==> src/hdl/fssa_pkg.sv <==
// Package for the flash sector status allocator: types, codes, constants.
// No dependencies.
package fssa_pkg;
  localparam int MAX_SECTORS = 4096;
  localparam int SW = $clog2(MAX_SECTORS);
  localparam int CW = 13;
  localparam int TW = 13;
  localparam logic [TW-1:0] TALLY_MAX = '1;
  localparam logic [31:0] ERASED_WORD = 32'hFFFF_FFFF;

  typedef enum logic [1:0] {
    MODE_SCAN = 2'd0, MODE_ALLOC = 2'd1, MODE_REL = 2'd2, MODE_BAD = 2'd3
  } mode_t;

  typedef enum logic [2:0] {
    ST_CLEAR = 3'd0, ST_TODELETE = 3'd1, ST_ACTIVE = 3'd2,
    ST_DELETED = 3'd3, ST_DATA = 3'd4, ST_UNKNOWN = 3'd5
  } sstat_t;

  typedef enum logic [2:0] {
    RS_OK = 3'd0, RS_NOFREE = 3'd1, RS_BADIDX = 3'd2,
    RS_ILLEGAL = 3'd3, RS_UNKNOWN = 3'd4
  } rstat_t;

  localparam logic [2:0] CFG_ACTIVE = 3'd0;
  localparam logic [2:0] CFG_DELETED = 3'd1;
  localparam logic [2:0] CFG_DATA = 3'd2;
  localparam logic [2:0] CFG_TODEL = 3'd3;
  localparam logic [2:0] CFG_COUNT = 3'd4;

  // classified command passed from front to back
  typedef struct packed {
    mode_t        mode;
    logic         bad_idx;
    logic         first;     // scan of sector 1
    logic [SW-1:0] sector;
    sstat_t       cls;       // scan classification
    logic         as_head;
  } cmd_t;
endpackage

==> src/hdl/fssa_front.sv <==
// Front: accepts beats, checks the index and classifies header words.
// Depends on fssa_pkg.
module fssa_front import fssa_pkg::*; (
  input  logic          clk,
  input  logic          rst,
  input  logic          valid,
  output logic          stall,
  input  logic [1:0]    mode,
  input  logic [11:0]   sector,
  input  logic [31:0]   header_word,
  input  logic          as_head,
  input  logic [31:0]   m_active,
  input  logic [31:0]   m_deleted,
  input  logic [31:0]   m_data,
  input  logic [31:0]   m_todel,
  input  logic [SW:0]   eff_n,
  output logic          q_valid,
  input  logic          q_pop,
  output cmd_t          q_cmd
);
  // two-entry queue
  cmd_t q [2];
  logic [1:0] cnt;
  logic rd, wr;
  cmd_t c;
  logic push;

  always_comb begin
    c.mode = mode_t'(mode);
    c.sector = sector[SW-1:0];
    c.as_head = as_head;
    c.bad_idx = (sector == '0) || ({1'b0, sector} >= eff_n);
    c.first = (sector == 12'd1);
    if (header_word == ERASED_WORD) c.cls = ST_CLEAR;
    else if (header_word == m_todel) c.cls = ST_TODELETE;
    else if (header_word == m_active) c.cls = ST_ACTIVE;
    else if (header_word == m_deleted) c.cls = ST_DELETED;
    else if (header_word == m_data) c.cls = ST_DATA;
    else c.cls = ST_UNKNOWN;
  end

  assign stall = (cnt == 2'd2);
  assign push = valid && !stall;
  assign q_valid = (cnt != 2'd0);
  assign q_cmd = q[rd];

  always_ff @(posedge clk) begin
    if (rst) begin
      cnt <= '0; rd <= 1'b0; wr <= 1'b0;
    end else begin
      if (push) begin
        q[wr] <= c;
        wr <= ~wr;
      end
      if (q_pop) rd <= ~rd;
      cnt <= cnt + {1'b0, push} - {1'b0, q_pop};
    end
  end
endmodule

==> config.mk <==
export PLATFORM = sky130hd
export DESIGN_NAME = fssa_front
export DESIGN_NICKNAME = d
export VERILOG_FILES = /design/src/hdl/fssa_pkg.sv /design/src/hdl/fssa_front.sv
export SDC_FILE = /design/constraint.sdc
export NUM_CORES = 1
export LEC_CHECK = 0
export BUFFER_PORTS_ARGS = -buffer_cell sky130_fd_sc_hd__buf_2
export CAP_MARGIN = 30
export CORE_ASPECT_RATIO = 0.75
export CORE_MARGIN = 2
export CORE_UTILIZATION = 39
export DETAILED_ROUTE_END_ITERATION = 6
export MAX_ROUTING_LAYER = met4
export PLACE_DENSITY = 0.79
export SETUP_SLACK_MARGIN = 0.3
export SLEW_MARGIN = 25
export SYNTH_ARGS = -nofsm -noshare
export SYNTH_HDL_FRONTEND = slang
export SYNTH_SLANG_ARGS = --single-unit
==> constraint.sdc <==
create_clock -name clk -period 2.95 [get_ports clk]
set_clock_uncertainty 0.05 [all_clocks]
set_input_delay 0.59 -clock clk [delete_from_list [all_inputs] [get_ports clk]]
set_output_delay 0.59 -clock clk [all_outputs]
set_load 0.005 [all_outputs]
==> qor.yml <==
status:
  status: "finished clean"
critical_path:
  critical_path_required_ps: 2930
  critical_path_arrival_ps: 2180
  crit_chain: "buf_2, inv_1, ha_1, nand2b_1, a21o_1, a21o_1, a211oi_1, o31ai_1, a41o_1"
  crit_path_max_fanout: 4
  crit_slowest_cell: "ha_1"
  start_kind: "input port"
  path_class: "input port to register"
  crit_top_cell: "a21o_1"
  end_kind: "register"
  max_stage_delay_ps: 280
clock_network:
  post_cts_resized: 0
  cts_hold_buf: 0
  clockRootBuffer: "clkbuf_16"
  insertion_delay_ps: 280
  htree_levels: 2
  cts_buffers: 5
  cts_tree: "done"
  post_cts_buffers: 0
  cts_buffer_depth: 2
  clock_sinks: 45
  clk_pin_slew_ps: 60
logic_synthesis:
  synth_fa_ha_area_share_pct: 4.78
  synth_xor_area_share_pct: 31.8
  ys_types: 29
  synth_cells: 349
  synth_edf_count: 40
  syn_area_sq_um: 3660
  ys_warn_count: 0
  ys_ff_latch: 45
  synth_ff_type: "edfxtp_1"
  yosys.area.top_type: "edfxtp_1"
  synth_compound_area_share_pct: 2.53
  synth_top_area_share_pct: 32.8
  async_flop_share_pct: 0
  syn_area_per_cell_sq_um: 10.5
  synth-seq-area-share_pct: 35.5
  synthMuxAreaShare_pct: 6.15
  synth_top_family_by_area: "XOR/XNOR gates"
  yosys-top-cells-count: "66 x xnor2_1, 65 x xor2_1, 40 x edfxtp_1"
  yosysMostFrequentCell: "xnor2_1"
  synth-simple-area-share_pct: 12.3
  yosys-top-cells-area: "edfxtp_1 33%, xnor2_1 16%, xor2_1 16%"
  syn_nets: 555
grt:
  grt_use_total_pct: 23.6
  grt_pass1_wl_mm: 17.2
  antenna_found_initial: 0
  grt_pass1_vias: 3351
  overflow: 0
  grt_start_max_net_pins: 21
power_and_ir_drop:
  powerDensity_nw_per_um2: 413
  finalPower_w: 0.00202
  ir_worst_vdd_uv: 243
  p_leak_nw: 2.14
route:
  routed_wl_mm: 11.8
  firstDrtPassIters: 4
  vias: 3288
  first_iter_violations: 166
  detail-route-antenna-nets: 0
  vias_per_cell: 4.93
  wire_per_inst_um: 17.6
  route.detailed.drc: 0
min_path:
  min_path_type: "input port to register"
finish:
  final_cells: 667
  finish.net_count: 744
  fin_area_sq_um: 4890
  synthToLayoutAreaGrowth_pct: 33.5
  n_antenna_cell: 0
  drive_gt1_share_pct: 46.2
timing:
  finalMaxSlewViolations: 0
  setup_viol: 0
  fin_crit_sh_pct: 74.5
  fin_crit_ps: 2200
  relSlewSlack_pct: 62.4
  max_freq_mhz: 455
  hold_ws_ps: 450
  rsz0062_at_grt: "false"
  tightestPinTransition_ps: 558
  fin_setup_tns_ps: 0
  hold_viol: 0
placed_design:
  dp_hpwl_mm: 10.1
  dpl-instance-area_sq_um: 4720
  routabilityCongestion: 0.994
  port_buffers: 213
  placed_cells: 659
flow_run:
  cap_violations: 0
floorplan:
  placementRows: 30
  io_pins: 214
  fp.dieH_um: 87.9
  fp.dieW_um: 116
  dieArea_sq_um: 10200
  initial_core_util_pct: 40.3
  core_sq_um: 9080
-- power breakdown --
| part | switching [W] | internal [W] | total [W] |
|---|---|---|---|
| Sequential | 0.0000199 | 0.000761 | 0.000781 |
| Combinational | 0.000309 | 0.000316 | 0.000625 |
| Clock | 0.000223 | 0.000388 | 0.000611 |
| Total | 0.000552 | 0.00147 | 0.00202 |
-- cells in the final DEF, fill, tap and decap left out, types with 4 or more instances in the layout --
master | Yosys | layout
a21o_1 | 5 | 5
buf_2 | 13 | 213
clkbuf_16 | 0 | 6
dfxtp_1 | 5 | 5
edfxtp_1 | 40 | 40
ha_1 | 14 | 14
inv_1 | 13 | 13
mux2_2 | 20 | 20
nand2_1 | 4 | 4
nand4_1 | 29 | 29
nor2_1 | 9 | 9
nor4_1 | 24 | 24
xnor2_1 | 66 | 66
xor2_1 | 65 | 65
-- kinds of logic after synthesis --
family	count (synthesis)
mux	20
xor+xnor	132
simple gates	78
fa+ha+maj	14
flops	45
compound gates	13
buf+inv	47
-- worst max-delay path, delay by kind of cell --
family	cells	cell delay, ps
AOI/OAI and AO/OA	5	960
adders and majority gates	1	280
and+or+nand+nor	1	150
buffers and inverters	2	180
-- registers in the layout, summed over array words and instances, names as in the netlist, named ones only --
register,count
rd,1
q,40
cnt,2
wr,1
-- routing by layer --
metal,routed length (um),GRT usage (%)
met3,1250,4.64
met5,0,-
met2,5360,35.8
met4,146,5.52
met1,5010,32.6
-- path summary, 6_finish.rpt --
kind                            cells after the start        to  slack [ps]  startpoint
worst min-delay path                                1   q[1][0]         450     as_head
worst max-delay path                                9  q[1][17]         750   sector[0]
worst max register to register                      8    cnt[1]        1200      cnt[1]
worst min register to register                      2  register         490          rd
-- per-stage QoR --
| stage | utilization [%] | setup slack, ps |
|---|---|---|
| 4_1_cts | 53.8 | 763 |
| 3_3_place_gp | 51.9 | 542 |
| 2_1_floorplan | - | 359 |
| 5_1_grt | 53.8 | 635 |
| 3_5_place_dp | 51.9 | 477 |
| 6_report | 53.8 | 751 |
-- layout make-up --
cell class	instances	area, sq um
multi-input combinational	257	2120
clock buffer	7	164
fill	856	4200
inverter	13	48.8
timing repair buffer	216	1090
clock inverter	1	7.51
sequential	45	1300
tap	128	160
Note: power is estimated with default switching activity, not from simulation.
